$ cat src/rtl/bgps_pkg.sv
// Shared codes, widths and status type for the biped gait phase scheduler.
package bgps_pkg;

  localparam int DEF_PHASE_FRAC_BITS = 16;
  localparam int FZ_W                = 24;
  localparam int STEPS_W             = 16;
  localparam int CFG_ADDR_W          = 5;
  localparam int CFG_DATA_W          = 32;

  // stance codes
  localparam logic [1:0] LEG_DS = 2'd0;
  localparam logic [1:0] LEG_L  = 2'd1;
  localparam logic [1:0] LEG_R  = 2'd2;

  // motion modes
  localparam logic [1:0] MODE_STAND = 2'd0;
  localparam logic [1:0] MODE_WALK  = 2'd1;
  localparam logic [1:0] MODE_W2S   = 2'd2;

  // register indexes
  localparam logic [2:0] REG_PHASE_STEP = 3'd0;
  localparam logic [2:0] REG_PHI_MIN    = 3'd1;
  localparam logic [2:0] REG_FZ_SWITCH  = 3'd2;
  localparam logic [2:0] REG_FZ_STOP    = 3'd3;
  localparam logic [2:0] REG_FIRST_LEG  = 3'd4;

  localparam logic [FZ_W-1:0] FZ_THRESH_RST = FZ_W'(10000);

  typedef struct packed {
    logic [1:0] leg_phase;
    logic [1:0] next_leg_phase;
    logic [1:0] mode_out;
    logic       touch_down;
    logic       latch_positions;
    logic       stance_left_ref;
  } status_t;

endpackage

$ cat src/rtl/bgps_core.sv
// Gait state registers and the per-tick update logic.
module bgps_core import bgps_pkg::*; #(
  parameter int PHASE_FRAC_BITS = DEF_PHASE_FRAC_BITS
) (
  input  logic                          clk,
  input  logic                          rst,
  input  logic                          step_en,
  input  logic [1:0]                    motion_cmd,
  input  logic                          start_request,
  input  logic signed [FZ_W-1:0]        fz_left,
  input  logic signed [FZ_W-1:0]        fz_right,
  input  logic [PHASE_FRAC_BITS:0]      phase_step,
  input  logic [PHASE_FRAC_BITS-1:0]    phi_switch_min,
  input  logic signed [FZ_W-1:0]        fz_switch_threshold,
  input  logic signed [FZ_W-1:0]        fz_stop_threshold,
  input  logic                          first_leg,
  output logic [PHASE_FRAC_BITS:0]      phase_res,
  output logic [STEPS_W-1:0]            steps_res,
  output status_t                       status_res
);

  localparam int PW = PHASE_FRAC_BITS + 1;
  localparam logic [PW:0] PHASE_ONE = (PW+1)'(1) << PHASE_FRAC_BITS;
  localparam logic [PHASE_FRAC_BITS-1:0] PHI_MAX =
    PHASE_FRAC_BITS'(((64'd1 << PHASE_FRAC_BITS) * 64'd99) / 64'd100);

  logic [PW-1:0]      phase_acc, phase_acc_next;
  logic [1:0]         stance_leg, stance_leg_next;
  logic [1:0]         planned_leg, planned_leg_next;
  logic [STEPS_W-1:0] step_counter, step_counter_next;
  logic touched_down, touched_down_next;
  logic stepping_enabled, stepping_enabled_next;
  logic initialized_flag, initialized_flag_next;
  logic walk_requested, walk_requested_next;
  logic latch;

  always_comb begin
    logic [1:0]                 mode;
    logic [1:0]                 first_code;
    logic [1:0]                 stance;
    logic [1:0]                 planned;
    logic [PHASE_FRAC_BITS-1:0] phi_min;
    logic [PW:0]                acc;
    logic [PW-1:0]              dphi;
    logic [STEPS_W-1:0]         cnt;
    logic                       td, en, init, wr, rdy, stepped;

    first_code = first_leg ? LEG_R : LEG_L;
    phi_min    = (phi_switch_min > PHI_MAX) ? PHI_MAX : phi_switch_min;
    mode       = (motion_cmd == 2'd3) ? MODE_STAND : motion_cmd;
    wr         = walk_requested | start_request;
    stance     = stance_leg;
    planned    = planned_leg;
    cnt        = step_counter;
    td         = touched_down;
    en         = stepping_enabled;
    init       = initialized_flag;
    acc        = {1'b0, phase_acc};
    dphi       = '0;
    latch      = 1'b0;
    stepped    = 1'b0;

    if (mode != MODE_STAND && step_counter == '0) begin
      stance = first_code;
    end

    if (mode == MODE_W2S) begin
      en = 1'b0;
      wr = 1'b0;
      if (td) begin
        mode = MODE_STAND;
      end
    end

    if (mode == MODE_STAND) begin
      acc     = '0;
      init    = 1'b0;
      en      = 1'b0;
      cnt     = '0;
      stance  = LEG_DS;
      planned = first_code;
    end else if (mode == MODE_WALK) begin
      en   = 1'b1;
      dphi = phase_step;
    end else if (stance != LEG_DS) begin
      dphi = phase_step;
    end

    // acc <= 1.0 on entry, so one extra bit holds the sum
    acc = acc + {1'b0, dphi};
    if (en && stance != LEG_DS) begin
      td = 1'b0;
    end

    if (!init && wr) begin
      init   = 1'b1;
      stance = first_code;
      latch  = 1'b1;
    end

    rdy = acc >= (PW+1)'(phi_min);
    if (en) begin
      if (stance == LEG_L && fz_right >= fz_switch_threshold && rdy) begin
        stance  = LEG_R;
        acc     = '0;
        latch   = 1'b1;
        stepped = 1'b1;
      end else if (stance == LEG_R && fz_left >= fz_switch_threshold && rdy) begin
        stance  = LEG_L;
        acc     = '0;
        latch   = 1'b1;
        stepped = 1'b1;
      end
    end else begin
      // last step: landing of either foot ends in double support
      if ((stance == LEG_L && fz_right >= fz_stop_threshold && rdy) ||
          (stance == LEG_R && fz_left >= fz_stop_threshold && rdy)) begin
        stepped = 1'b1;
        stance  = LEG_DS;
      end
      if (stance == LEG_DS) begin
        td  = 1'b1;
        acc = '0;
      end
    end

    if (stepped && cnt != '1) begin
      cnt = cnt + STEPS_W'(1);
    end

    if (acc >= PHASE_ONE) begin
      acc = PHASE_ONE;
    end
    if (stance == LEG_DS) begin
      acc = '0;
    end

    if (stance == LEG_L || stance == LEG_R) begin
      if (mode == MODE_WALK) begin
        planned = (stance == LEG_L) ? LEG_R : LEG_L;
      end else if (mode == MODE_W2S) begin
        planned = LEG_DS;
      end
    end else begin
      planned = en ? first_code : LEG_DS;
    end

    phase_acc_next        = acc[PW-1:0];
    stance_leg_next       = stance;
    planned_leg_next      = planned;
    step_counter_next     = cnt;
    touched_down_next     = td;
    stepping_enabled_next = en;
    initialized_flag_next = init;
    walk_requested_next   = wr;

    phase_res                  = acc[PW-1:0];
    steps_res                  = cnt;
    status_res.leg_phase       = stance;
    status_res.next_leg_phase  = planned;
    status_res.mode_out        = mode;
    status_res.touch_down      = td;
    status_res.latch_positions = latch;
    if (stance == LEG_L) begin
      status_res.stance_left_ref = 1'b1;
    end else if (stance == LEG_R) begin
      status_res.stance_left_ref = 1'b0;
    end else begin
      status_res.stance_left_ref = ~first_leg;
    end
  end

  always_ff @(posedge clk) begin
    if (rst) begin
      phase_acc        <= '0;
      stance_leg       <= LEG_DS;
      planned_leg      <= LEG_L;
      step_counter     <= '0;
      touched_down     <= 1'b0;
      stepping_enabled <= 1'b0;
      initialized_flag <= 1'b0;
      walk_requested   <= 1'b0;
    end else if (step_en) begin
      phase_acc        <= phase_acc_next;
      stance_leg       <= stance_leg_next;
      planned_leg      <= planned_leg_next;
      step_counter     <= step_counter_next;
      touched_down     <= touched_down_next;
      stepping_enabled <= stepping_enabled_next;
      initialized_flag <= initialized_flag_next;
      walk_requested   <= walk_requested_next;
    end
  end

endmodule

$ cat src/rtl/biped_gait_phase_scheduler.sv
// Top level of the biped gait phase scheduler: handshakes, registers, result stage.
//
//   channel  | direction | handshake             | word
//   ---------+-----------+-----------------------+----------------------------------
//   in       | to block  | in_valid / in_ready   | motion_cmd, start_request, fz_*
//   out      | from block| out_valid / out_ready | leg_phase ... stance_left_ref
//   cfg      | to block  | APB psel/penable      | five registers at 4*index
//
// One word per clock while out_ready is high; an accepted word passes from the input
// register into the result register, where out_valid presents it until it is taken.
// Reset: rst clears the gait state, both pipeline valids and the registers to
// their defaults. Stalls: a held result freezes the input register only while
// it is full; with out_ready high in_ready is always high.
module biped_gait_phase_scheduler import bgps_pkg::*; #(
  parameter int PHASE_FRAC_BITS = DEF_PHASE_FRAC_BITS
) (
  input  logic                         clk,
  input  logic                         rst,
  // input word
  input  logic                         in_valid,
  output logic                         in_ready,
  input  logic [1:0]                   motion_cmd,
  input  logic                         start_request,
  input  logic signed [FZ_W-1:0]       fz_left,
  input  logic signed [FZ_W-1:0]       fz_right,
  // result word
  output logic                         out_valid,
  input  logic                         out_ready,
  output logic [1:0]                   leg_phase,
  output logic [1:0]                   next_leg_phase,
  output logic [PHASE_FRAC_BITS:0]     phase_out,
  output logic [1:0]                   mode_out,
  output logic                         touch_down,
  output logic [STEPS_W-1:0]           steps_taken,
  output logic                         latch_positions,
  output logic                         stance_left_ref,
  // register port
  input  logic                         psel,
  input  logic                         penable,
  input  logic                         pwrite,
  input  logic [CFG_ADDR_W-1:0]        paddr,
  input  logic [CFG_DATA_W-1:0]        pwdata,
  output logic [CFG_DATA_W-1:0]        prdata,
  output logic                         pready
);

  localparam int PW = PHASE_FRAC_BITS + 1;
  // defaults: 0.0025 per tick and 0.6, rounded to the phase grid
  localparam logic [PW-1:0] PHASE_STEP_RST =
    PW'(((64'd1 << PHASE_FRAC_BITS) * 64'd25 + 64'd5000) / 64'd10000);
  localparam logic [PHASE_FRAC_BITS-1:0] PHI_MIN_RST =
    PHASE_FRAC_BITS'(((64'd1 << PHASE_FRAC_BITS) * 64'd6 + 64'd5) / 64'd10);

  // ---------------- configuration registers ----------------
  logic [PW-1:0]              phase_step;
  logic [PHASE_FRAC_BITS-1:0] phi_switch_min;
  logic signed [FZ_W-1:0]     fz_switch_threshold;
  logic signed [FZ_W-1:0]     fz_stop_threshold;
  logic                       first_leg;
  logic [2:0]                 reg_idx;
  logic                       cfg_wr;

  assign pready  = 1'b1;
  assign reg_idx = paddr[4:2];
  assign cfg_wr  = psel & penable & pwrite;

  always_ff @(posedge clk) begin
    if (rst) begin
      phase_step          <= PHASE_STEP_RST;
      phi_switch_min      <= PHI_MIN_RST;
      fz_switch_threshold <= FZ_THRESH_RST;
      fz_stop_threshold   <= FZ_THRESH_RST;
      first_leg           <= 1'b0;
    end else if (cfg_wr) begin
      unique case (reg_idx)
        REG_PHASE_STEP: phase_step          <= pwdata[PW-1:0];
        REG_PHI_MIN:    phi_switch_min      <= pwdata[PHASE_FRAC_BITS-1:0];
        REG_FZ_SWITCH:  fz_switch_threshold <= pwdata[FZ_W-1:0];
        REG_FZ_STOP:    fz_stop_threshold   <= pwdata[FZ_W-1:0];
        REG_FIRST_LEG:  first_leg           <= pwdata[0];
        default: ;
      endcase
    end
  end

  always_comb begin
    unique case (reg_idx)
      REG_PHASE_STEP: prdata = CFG_DATA_W'(phase_step);
      REG_PHI_MIN:    prdata = CFG_DATA_W'(phi_switch_min);
      REG_FZ_SWITCH:  prdata = CFG_DATA_W'(fz_switch_threshold);
      REG_FZ_STOP:    prdata = CFG_DATA_W'(fz_stop_threshold);
      REG_FIRST_LEG:  prdata = CFG_DATA_W'(first_leg);
      default:        prdata = '0;
    endcase
  end

  // ---------------- input register ----------------
  logic                   s1_valid;
  logic [1:0]             s1_cmd;
  logic                   s1_start;
  logic signed [FZ_W-1:0] s1_fzl, s1_fzr;
  logic                   advance;
  logic                   step_en;

  // result stage can take a word when empty or draining this cycle
  assign advance  = ~out_valid | out_ready;
  assign in_ready = ~s1_valid | advance;
  assign step_en  = s1_valid & advance;

  always_ff @(posedge clk) begin
    if (rst) begin
      s1_valid <= 1'b0;
    end else if (in_valid && in_ready) begin
      s1_valid <= 1'b1;
    end else if (advance) begin
      s1_valid <= 1'b0;
    end
  end

  always_ff @(posedge clk) begin
    if (in_valid && in_ready) begin
      s1_cmd   <= motion_cmd;
      s1_start <= start_request;
      s1_fzl   <= fz_left;
      s1_fzr   <= fz_right;
    end
  end

  // ---------------- gait update ----------------
  logic [PW-1:0]      phase_res;
  logic [STEPS_W-1:0] steps_res;
  status_t            status_res;
  status_t            status_q;

  bgps_core #(
    .PHASE_FRAC_BITS(PHASE_FRAC_BITS)
  ) u_core (
    .clk                 (clk),
    .rst                 (rst),
    .step_en             (step_en),
    .motion_cmd          (s1_cmd),
    .start_request       (s1_start),
    .fz_left             (s1_fzl),
    .fz_right            (s1_fzr),
    .phase_step          (phase_step),
    .phi_switch_min      (phi_switch_min),
    .fz_switch_threshold (fz_switch_threshold),
    .fz_stop_threshold   (fz_stop_threshold),
    .first_leg           (first_leg),
    .phase_res           (phase_res),
    .steps_res           (steps_res),
    .status_res          (status_res)
  );

  // ---------------- result register ----------------
  always_ff @(posedge clk) begin
    if (rst) begin
      out_valid <= 1'b0;
    end else if (step_en) begin
      out_valid <= 1'b1;
    end else if (out_ready) begin
      out_valid <= 1'b0;
    end
  end

  always_ff @(posedge clk) begin
    if (step_en) begin
      phase_out   <= phase_res;
      steps_taken <= steps_res;
      status_q    <= status_res;
    end
  end

  assign leg_phase       = status_q.leg_phase;
  assign next_leg_phase  = status_q.next_leg_phase;
  assign mode_out        = status_q.mode_out;
  assign touch_down      = status_q.touch_down;
  assign latch_positions = status_q.latch_positions;
  assign stance_left_ref = status_q.stance_left_ref;

  // ---------------- checks ----------------
  a_ds_phase_zero: assert property (@(posedge clk) disable iff (rst)
    out_valid && leg_phase == LEG_DS |-> phase_out == '0)
    else $error("phase nonzero in double support");

  a_phase_le_one: assert property (@(posedge clk) disable iff (rst)
    out_valid |-> phase_out <= (PW'(1) << PHASE_FRAC_BITS))
    else $error("phase above 1.0");

  a_no_stall_ready: assert property (@(posedge clk) disable iff (rst)
    out_ready |-> in_ready)
    else $error("input stalled with output free");

  a_result_follows: assert property (@(posedge clk) disable iff (rst)
    step_en |=> out_valid)
    else $error("processed word not presented");

endmodule
$ cat config.mk
export PLATFORM = sky130hd
export DESIGN_NAME = biped_gait_phase_scheduler
export DESIGN_NICKNAME = d
export VERILOG_FILES = /design/src/rtl/bgps_pkg.sv /design/src/rtl/bgps_core.sv /design/src/rtl/biped_gait_phase_scheduler.sv
export SDC_FILE = /design/constraint.sdc
export NUM_CORES = 1
export LEC_CHECK = 0
export ABC_CLOCK_PERIOD_IN_PS = 14080
export BUFFER_PORTS_ARGS = -buffer_cell sky130_fd_sc_hd__buf_4
export CORE_AREA = 2 2 218 113
export DETAILED_ROUTE_END_ITERATION = 7
export DIE_AREA = 0 0 220 115
export PLACE_DENSITY = 0.81
export SLEW_MARGIN = 0
export SYNTH_ARGS = -nofsm -noshare
export SYNTH_HDL_FRONTEND = slang
export SYNTH_SLANG_ARGS = --single-unit
$ cat constraint.sdc
create_clock -name clk -period 14.08 [get_ports clk]
set_input_delay 1.408 -clock clk [delete_from_list [all_inputs] [get_ports clk]]
set_output_delay 1.408 -clock clk [all_outputs]
set_load 0.05 [all_outputs]
# Word-level counts from Yosys, hierarchy flattened
# Cells that the tools add are included.
totals:
  input_bits: 95
  mem_count: 0
  output_inout_bits: 77
  elab_cells: 143
  mem_bits_ro: 0
  ram_bits: 0
  ff_bits: 218
  latchBits: 0
classes:
  n_mul: 0
  bitwise: 9
  n_div: 0
  muxes: 54
  order_cmp: 7
  eq_ne: 13
  shift: 0
  reduce_logical: 31
  add_sub_neg: 2
op_table:
  columns: ["op", "count"]
  rows:
  - ["$pmux W32 S5", 1]
  - ["$mux W17", 6]
  - ["$ge A24 B24 Y1", 4]
  - ["$mux W18", 4]
  - ["$mux W16", 3]
  - ["$mux W2", 18]
  - ["$mux W1", 22]
  - ["$add A17 B17 Y18", 1]
  - ["$ge A18 B16 Y1", 1]
  - ["$ge A18 B17 Y1 const B", 1]
  - ["$add A16 B1 Y16 const B", 1]
  - ["$gt A16 B16 Y1 const B", 1]
  - ["$logic_not A16 Y1", 1]
  - ["$ne A16 B16 Y1 const B", 1]
  - ["$logic_and A1 B1 Y1", 13]
  - ["$eq A2 B2 Y1 const B", 5]
  - ["$reduce_and A2 Y1", 5]
  - ["$reduce_bool A2 Y1", 5]
  - ["$eq A2 B1 Y1 const B", 3]
  - ["$eq A3 B2 Y1 const B", 2]
  - ["$logic_not A2 Y1", 3]
  - ["$and A1 B1 Y1", 3]
  - ["$eq A3 B1 Y1 const B", 1]
  - ["$eq A3 B3 Y1 const B", 1]
  - ["5 further kinds", 10]

# Longest topological paths before layout
# Gate-level depths: netlist (run 1).
logic_depth:
  ltp_word: 21
  mapped_depth: 36
  depth_no_buf: 35

# Modules after synthesis
# From an unflattened synthesis (run 1), not the netlist that was laid out.
unflattened:
  hier_cells: 1405
  hier_area_um2: 13505.5
modules_own_cells:
  columns: ["mod", "area_each_um2", "seq_area_each_um2", "cells_per_inst", "instances"]
  rows:
  - ["biped_gait_phase_scheduler", 6975.4, 4474.3, 515, 1]
  - ["bgps_core", 6530.0, 820.8, 890, 1]

# Least setup slack after synthesis (run 1)
# No wires, ideal clock.
synth_timing:
  kind: "flip-flop to flip-flop"
  from: "register s1_cmd[0]"
  to: "register u_core.phase_acc[0]"
  setup_time_ps: 96
  n_path_buf: 4
  arrival_ps: 6361
  required_time_ps: 13984
  period_less_slack_ps: 6457
  path_slack_ps: 7623
  stages_incl_launch_ff: 35
  cell_sequence: "edfxtp_1 -> inv_1 -> ha_1 -> a21boi_1 -> nor2_1 -> clkbuf_1 -> a21oi_1 -> clkbuf_1 -> and2_1 -> ha_1 -> fa_1 -> a211oi_1 -> o211ai_1 -> nand3_1 -> a21oi_1 -> o21ai_0 -> nand2b_1 -> a21o_1 -> a21oi_1 -> xor2_1 -> inv_1 -> ha_1 -> a21oi_1 -> o21ai_0 -> a21oi_1 -> o211ai_4 -> o31ai_4 -> buf_4 -> o2bb2ai_1 -> inv_1 -> ha_1 -> nand2b_1 -> or3_4 -> buf_2 -> o41ai_2"
synth_lines:
  columns: ["element", "line", "source"]
  rows:
  - ["from (decl)", "biped_gait_phase_scheduler.sv:99", "logic [1:0] s1_cmd;"]
  - ["from (signal assigned)", "biped_gait_phase_scheduler.sv:122", "s1_cmd <= motion_cmd;"]
  - ["to (signal assigned)", "bgps_core.sv:184", "phase_acc <= phase_acc_next;"]
  - ["to (decl)", "bgps_core.sv:27", "logic [PW-1:0] phase_acc, phase_acc_next;"]

==> impl_results.md, run 1 <==
- Net Switching: about 0.38 mW
- Portion of the clock cycle consumed by the worst path in the final layout: around 54%
- Antenna violations before repair: 1
- Worst slew margin: between 20% and 30%
- Effective utilization at floorplan: 54.15%
- TritonCTS clock tree: yes
- Remaining Overflow, GRT: 0
- Count of buffers inserted at the top-level ports: 160
- Number of iterations in the first detailed-routing pass: 5
- DRC violation total after the first TritonRoute iteration: approximately 1700
- Clk Tree Root Cell: sky130_fd_sc_hd__clkbuf_16
- Post-CTS resize count: 0
- Shortest clock period the worst path allows after layout: between 7 and 8 ns
- Area Growth Syn to Fin: 16.19%
- Max-slew violation count: 0
- Highest clock frequency the design can meet: between 100 and 150 MHz
- Most frequently used cell type in the post-synthesis netlist: sky130_fd_sc_hd__nand2_1
- Number of placement rows: 40
- Clock Sinks: between 200 and 250
- Detailed-route wire length: roughly 38 mm
- Longest Clk Path Bufs: 3
- Placeable core area: between 0.02 and 0.025 mm2
- Total negative slack for setup checks: 0 ns
- Sequential area share after synthesis: between 40% and 50%
- Post-detail-place hpwl: roughly 28 mm
- Critical Path Max Stage Delay: 0.50 ns
- Syn Std Cell Area: 0.01268 mm2
- Category of the critical setup timing path: reg -> reg
- Nets: roughly 1700
- Capture point of the worst reg-to-reg path: u_core.phase_acc[2]$_SDFFE_PP0P_
- Switching Share: approximately a quarter
- Number of failing hold endpoints at the final stage: 0
- Number of global-route vias before repair: 10401
- Transition time at the pin with the least slew margin: roughly 1.2 ns
- Area of the die: around 0.025 mm2
- Outcome: finished clean
- Count of warnings emitted by yosys: 0
- Power Total: about 1.5 mW
- Worst-case register-to-register setup slack: 6.54 ns
- Largest net degree at the start of global routing: 72
- Crit. End Element: register
- R2r worst-path depth: 33
- MaxCap Viol Count: 0
- Clock transition time at the flip-flop clock pins of the worst setup and hold paths: 0.07 ns
- Setup-failing EPs final: 0
- Non-filler instance count after layout: roughly 1800
- Fraction of power consumed by the clock network: between 30% and 40%
- FF-to-FF Start: s1_cmd[0]$_DFFE_PP_
- Dpl cells: 1805
- Routed vias: around 11000
- Die outline width: 220 um
- Register bit count reported by yosys: approximately 220
- Crit path max-delay cell type: sky130_fd_sc_hd__or3_4
- Post-route core utilization: 62.91%
- Data arrival time of the critical path: just under 8 ns
- Most used flip-flop cell after synthesis: sky130_fd_sc_hd__dfxtp_1
- Cell area reported after detailed placement: ~0.014 mm2
- Clock Skews: ~0.020 ns
- Count of nets left with antenna violations after detail routing: 0
- Critical path data required time: 14.50 ns
- Combinational group share of total power: about 13%
- Number of enable flip-flop cells after synthesis: slightly above 90
- Routed wirelength normalized by instance count: between 20 and 25 um
- Drt via density: about 6.1
- Pwr dens: 98.61 mW/mm2
- Most common cell on crit path: sky130_fd_sc_hd__a21oi_1
- Internal power summed over all cells: approximately 1.1 mW
- Critical Path Source: s1_cmd[0]$_DFFE_PP_
- Total leakage power: roughly 6 nW
- Wire length of the first global-routing pass: between 50 and 60 mm
- Register share of total power: 47.4%
- Fraction of post-synthesis cell area in the top cell type by area: 22.02%
- Leading cell types by count after synthesis: 216 x sky130_fd_sc_hd__nand2_1, 139 x sky130_fd_sc_hd__a21oi_1, 137 x sky130_fd_sc_hd__ha_1
- Routability-driven placement congestion ratio: between 0.9 and 1
- Crit path to: u_core.phase_acc[2]$_SDFFE_PP0P_
- Worst skew pair latency: approximately 0.52 ns
- HP Class: reg -> reg
- Top-level I/O count: roughly 170
- Post-synth cell types: slightly below 80
- Unrepaired setup endpoints after global routing: false
- Synthesized Nets: between 1500 and 2000
- Fraction of layout instances using a drive strength above 1: about 16%
- Die boundary height: 115 um
- Number of buffers added for setup after CTS: 0
- Avg Inst Size Synth: just over 9 um2
- Critical path fanouts, max: 31
- Async set or reset register ratio after synthesis: 0%
- DR DRC count: 0
- Number of standard cells after synthesis: ~1400
- Kind of start point of the critical path: register
- H-Tree Level Count: 1
- Max VDD drop: approximately 0.07 mV
- Filler cells: 1920
- CTS buffer count: 21
- Cts hold-fix bufs: 0
- Total GRT Usage: approximately 29%
- Leading cell types by total area after synthesis: sky130_fd_sc_hd__edfxtp_1 22%, sky130_fd_sc_hd__dfxtp_1 20%, sky130_fd_sc_hd__ha_1 14%
- Post-Layout Inst Area: ~0.015 mm2
- Leading area contributor after synthesis: sky130_fd_sc_hd__edfxtp_1
[cells in the final DEF (no fill, tap or decap), types with 7 or more instances in the layout]
master                      instances
sky130_fd_sc_hd__inv_1             77
sky130_fd_sc_hd__o21ai_0           42
sky130_fd_sc_hd__nor3_1            13
sky130_fd_sc_hd__clkbuf_16         23
sky130_fd_sc_hd__o31ai_1            9
sky130_fd_sc_hd__a221o_1           17
sky130_fd_sc_hd__xnor2_1           23
sky130_fd_sc_hd__buf_4            173
sky130_fd_sc_hd__nand4_1           33
sky130_fd_sc_hd__o211ai_1          14
sky130_fd_sc_hd__nor4_1            17
sky130_fd_sc_hd__and2_1            44
sky130_fd_sc_hd__nand2b_1          10
sky130_fd_sc_hd__ha_1             137
sky130_fd_sc_hd__a22o_1            22
sky130_fd_sc_hd__and3_1            10
sky130_fd_sc_hd__clkbuf_1           8
sky130_fd_sc_hd__nor2_1            83
sky130_fd_sc_hd__a21o_1            17
sky130_fd_sc_hd__nand2_1          216
sky130_fd_sc_hd__dfxtp_1          124
sky130_fd_sc_hd__mux2i_1           11
sky130_fd_sc_hd__nand3_1           40
sky130_fd_sc_hd__nor2b_1           17
sky130_fd_sc_hd__a21oi_1          139
sky130_fd_sc_hd__edfxtp_1          93
sky130_fd_sc_hd__o21a_1             7
[critical path: cells and delay by family (launching register included)]
family	cells	cell delay, ns
simple gates	9	1.65
compound gates	14	3.08
buf+inv	4	0.48
flops	1	0.38
fa+ha+maj	5	1.55
xor+xnor	1	0.28
[area by class of cell]
class | instances | area, um2 | share of cell area (%)
repair buffers | 173 | 1299 | 8.814
clock buffers | 34 | 640.6 | 4.347
well taps | 315 | 394.1 | 2.675
multi-input cells | 1021 | 6788 | 46.06
inverters | 79 | 296.5 | 2.012
flip-flops and latches | 217 | 5275 | 35.80
clock inverters | 3 | 40.04 | 0.2717
diodes | 1 | 2.502 | 0.01698
[worst min-delay path by stage]
| stage | startpoint | endpoint | slack [ns] | cells past startpoint |
|---|---|---|---|---|
| after floorplan | u_core.phase_acc[10]$_SDFFE_PP0P_ | u_core.phase_acc[10]$_SDFFE_PP0P_ | 0.44 | 2 |
| after global placement | fz_switch_threshold[16]$_SDFFE_PP0P_ | fz_switch_threshold[16]$_SDFFE_PP0P_ | 0.44 | 2 |
| after detailed placement | fz_switch_threshold[16]$_SDFFE_PP0P_ | fz_switch_threshold[16]$_SDFFE_PP0P_ | 0.45 | 2 |
| after CTS | fz_switch_threshold[16]$_SDFFE_PP0P_ | fz_switch_threshold[16]$_SDFFE_PP0P_ | 0.46 | 2 |
| after global routing | fz_switch_threshold[16]$_SDFFE_PP0P_ | fz_switch_threshold[16]$_SDFFE_PP0P_ | 0.47 | 2 |
| final | fz_switch_threshold[16]$_SDFFE_PP0P_ | fz_switch_threshold[16]$_SDFFE_PP0P_ | 0.46 | 2 |
[kinds of logic after synthesis]
logic type	synth area share (%)
XOR/XNOR	1.796
multiplexers	1.046
AND/OR/NAND/NOR	19.68
other	0.02957
buffers and inverters	4.933
AO/OA/AOI/OAI	17.25
adder cells (fa/ha/maj)	13.67
flip-flops	41.59
[state kept, by name, indices dropped and copies added (netlist names), 17 cells and up]
register,flops
s1_fzr,24
fz_stop_threshold,24
phase_step,17
u_core.phase_acc,17
fz_switch_threshold,24
s1_fzl,24
phase_out,17
[per-stage QoR]
step | worst slack [ns] | hold slack (ns)
2_1_floorplan | 7.623 | 0.4353
3_3_place_gp | 6.863 | 0.4429
3_5_place_dp | 6.647 | 0.4481
4_1_cts | 6.606 | 0.4568
5_1_grt | 5.980 | 0.4711
6_report | 6.536 | 0.4561
[power by group through the flow]
stage               registers [mW]  logic (mW)  clock network (mW)
floorplan                    0.716      0.0990                   0
global placement             0.701       0.176                   0
detailed placement           0.701       0.181                   0
CTS                          0.688       0.182               0.587
global route                 0.689       0.201               0.610
finish                       0.688       0.186               0.579
[layer usage]
metal / wire length (um) / global-route usage [%] / vias to the layer above
met3: 5049 / 9.444 / 43
met4: 582 / 5.101 / 2
met1: 17280 / 45.23 / 5330
li1: - / - / 5235
met2: 14690 / 40.06 / 644
met5: 11 / 0 / -
No activity file was read; power rests on OpenSTA's default activity.
==> run 2, diff against run 1 <==
Settings changed: ABC_AREA set to 1, ABC_CLOCK_PERIOD_IN_PS 14080 to 6600, CORE_AREA 2 2 218 113 to 2 2 226 117, DIE_AREA 0 0 220 115 to 0 0 228 119.
Clock period 14.08 ns to 6.6 ns, I/O delays scaled along.
==> impl_results.md, run 2 <==
- Total leakage power: 7.154 nW (+21%)
- Fraction of post-synthesis cell area in the top cell type by area: 21.24% (-0.78 points)
- Syn Std Cell Area: 0.01315 mm2 (+3.7%)
- Synthesized Nets: 1883 (+16%)
- Unrepaired setup endpoints after global routing: false
- Most common cell after layout, fill and taps aside: sky130_fd_sc_hd__nand2_1
- Non-filler instance count after layout: 2160 (+17%)
- Nets: 2025 (+16%)
- Total GRT Usage: 27.47% (-1.9 points)
- Sequential area share after synthesis: 40.13% (-1.5 points)
- Avg Inst Size Synth: 7.967 um2 (-13%)
- Number of iterations in the first detailed-routing pass: 8 (+3)
- Placeable core area: 0.02554 mm2 (+9.0%)
- Largest net degree at the start of global routing: 99 (+38%)
- MaxCap Viol Count: 0 (unchanged)
- Number of standard cells after synthesis: 1650 (+19%)
- Number of enable flip-flop cells after synthesis: 93 (unchanged)
- Max VDD drop: 0.2148 mV (+210%)
- Critical path fanouts, max: 17 (-45%)
- Portion of the clock cycle consumed by the worst path in the final layout: 92.17% (+39 points)
- Count of buffers inserted at the top-level ports: 160 (unchanged)
- Antenna diode instance count: 0 (-1)
- Outcome: finished clean
- Data arrival time of the critical path: 6.52 ns (-1.44 ns)
- H-Tree Level Count: 1 (unchanged)
- Clk Tree Root Cell: sky130_fd_sc_hd__clkbuf_16
- Longest Clk Path Bufs: 3 (unchanged)
- Area Growth Syn to Fin: 17.94%
- Dpl cells: 2116 (+17%)
- Routed vias: 12124 (+7.7%)
- Most frequently used cell type in the post-synthesis netlist: sky130_fd_sc_hd__nand2_1
- Most used flip-flop cell after synthesis: sky130_fd_sc_hd__dfxtp_1
- Worst slew margin: 20.00% (-0.86 points)
- Die boundary height: 119 um (+3.5%)
- Post-detail-place hpwl: 28.57 mm (+1.3%)
- Effective utilization at floorplan: 51.47% (-2.7 points)
- Async set or reset register ratio after synthesis: 0% (unchanged)
- Crit. End Element: register
- Clock transition time at the flip-flop clock pins of the worst setup and hold paths: 0.06 ns (about the same)
- Clock Skews: 0.01598 ns (-0.003541 ns)
- TritonCTS clock tree: yes
- Routed wirelength normalized by instance count: 17.54 um (-14%)
- Fraction of layout instances using a drive strength above 1: 15.38% (-0.21 points)
- Post-route core utilization: 60.71% (-2.2 points)
- Number of global-route vias before repair: 11001 (+5.8%)
- Critical Path Max Stage Delay: 0.43 ns (-0.07 ns)
- Shortest clock period the worst path allows after layout: 6.083 ns (-1.460 ns)
- Number of placement rows: 42 (+5.0%)
- Transition time at the pin with the least slew margin: 1.194 ns (+0.009274 ns)
- Drt via density: 5.613 (-8.1%)
- Count of warnings emitted by yosys: 0 (unchanged)
- Count of nets left with antenna violations after detail routing: 0 (unchanged)
- Post-synth cell types: 49 (-37%)
- Category of the critical setup timing path: reg -> reg
- CTS buffer count: 22 (+4.8%)
- Area of the die: 0.02713 mm2 (+7.2%)
- Detailed-route wire length: 37.89 mm (+0.73%)
- Register bit count reported by yosys: 217 (unchanged)
- Leading cell types by count after synthesis: 345 x sky130_fd_sc_hd__nand2_1, 241 x sky130_fd_sc_hd__inv_1, 139 x sky130_fd_sc_hd__a21oi_1
- Crit path max-delay cell type: sky130_fd_sc_hd__fa_1
- DR DRC count: 0 (unchanged)
- Highest clock frequency the design can meet: 164.4 MHz (+24%)
- Power Total: 3.384 mW (+130%)
- HP Class: in -> reg
- Kind of start point of the critical path: register
- Antenna violations before repair: 0 (-1)
- Die outline width: 228 um (+3.6%)
- Most common cell on crit path: sky130_fd_sc_hd__nand2_1
- Worst skew pair latency: 0.52 ns (about the same)
- Clock Sinks: 217 (unchanged)
- Routability-driven placement congestion ratio: 0.9762 (-1.2%)
- Leading area contributor after synthesis: sky130_fd_sc_hd__edfxtp_1
- Setup-failing EPs final: 0 (unchanged)
- Commonest non-fill, non-tap cells in the layout: 345 x sky130_fd_sc_hd__nand2_1, 238 x sky130_fd_sc_hd__inv_1, 176 x sky130_fd_sc_hd__buf_4
- Remaining Overflow, GRT: 0 (unchanged)
- Top-level I/O count: 172 (unchanged)
- Wire length of the first global-routing pass: 58.92 mm (+2.6%)
- Critical path data required time: 7.04 ns (-7.46 ns)
- Pwr dens: 218.3 mW/mm2 (+120%)
- DRC violation total after the first TritonRoute iteration: 1320 (-24%)
- Max-slew violation count: 0 (unchanged)
- Leading cell types by total area after synthesis: sky130_fd_sc_hd__edfxtp_1 21%, sky130_fd_sc_hd__dfxtp_1 19%, sky130_fd_sc_hd__ha_1 13%
- Number of failing hold endpoints at the final stage: 0 (unchanged)
- Hold_ws: 0.3131 ns (-0.1431 ns)
- Total negative slack for setup checks: 0 ns (unchanged)
[run 2: cell count changes after synthesis, moves of 33 or more]
cell / change
sky130_fd_sc_hd__and2_1: -44
sky130_fd_sc_hd__inv_1: +164
sky130_fd_sc_hd__nand2_1: +129
sky130_fd_sc_hd__nand3_1: +48
sky130_fd_sc_hd__nor2_1: +33
sky130_fd_sc_hd__o21ai_0: +60
[run 2: path summary, 6_finish.rpt]
kind,startpoint,endpoint,slack (ns),cells after the start
setup / recovery,s1_cmd[0]$_DFFE_PP_,u_core.phase_acc[13]$_SDFFE_PP0P_,0.52,38
hold / removal,motion_cmd[1],s1_cmd[1]$_DFFE_PP_,0.31,1
setup reg to reg,s1_cmd[0]$_DFFE_PP_,u_core.phase_acc[13]$_SDFFE_PP0P_,0.52,38
hold reg to reg,u_core.initialized_flag$_SDFFE_PP0P_,u_core.initialized_flag$_SDFFE_PP0P_,0.48,2
[run 2: kinds of logic after synthesis]
| group | share of synthesized area, % |
|---|---|
| simple gates | 21.88 |
| fa+ha+maj | 13.19 |
| xor+xnor | 1.865 |
| buf+inv | 9.384 |
| other cells | 0.02853 |
| flops | 40.13 |
| compound gates | 13.52 |
[run 2: power by group]
part	leakage [nW]	internal, mW	switching [mW]
Clock	0.393	0.807	0.554
Combinational	4.85	0.180	0.348
Sequential	1.91	1.46	0.0335
Total	7.15	2.45	0.935
[run 2: what timing repair did]
action / CTS / global route
setup buffers: 0 / 4
hold buffers: 0 / 0
endpoints found under the setup margin: 0 / 73
resized for setup: 0 / 12
[run 2: worst max-delay path: cells and delay by family (launching register included)]
| kind | cells | cell delay [ns] |
|---|---|---|
| compound gates | 7 | 1.12 |
| xor+xnor | 1 | 0.22 |
| fa+ha+maj | 5 | 1.45 |
| buf+inv | 4 | 0.64 |
| flops | 1 | 0.42 |
| simple gates | 21 | 2.14 |
[run 2: layout make-up]
cell class / count / area (um2)
multi-input combinational: 1122 / 6685
sequential: 217 / 5275
clock buffer: 36 / 773.2
timing repair buffer: 178 / 1361
inverter: 251 / 943.4
tap: 352 / 440.4
fill: 2249 / 10030
clock inverter: 4 / 26.28
[run 2: per-stage QoR]
step	area (um2)	setup slack, ns
5_1_grt	15500	0.02251
6_report	15500	0.5166
3_3_place_gp	14620	0.2601
4_1_cts	15420	0.08184
2_1_floorplan	13150	0.9511
3_5_place_dp	14620	0.1362
[run 2: routing by layer]
metal  track usage [%]  wire length, um  part of all wire [%]
met4             4.902              739                   2.0
met2             40.19            15470                    41
met5                 0                0                     0
met3             5.675             4102                    11
met1             41.89            17580                    46
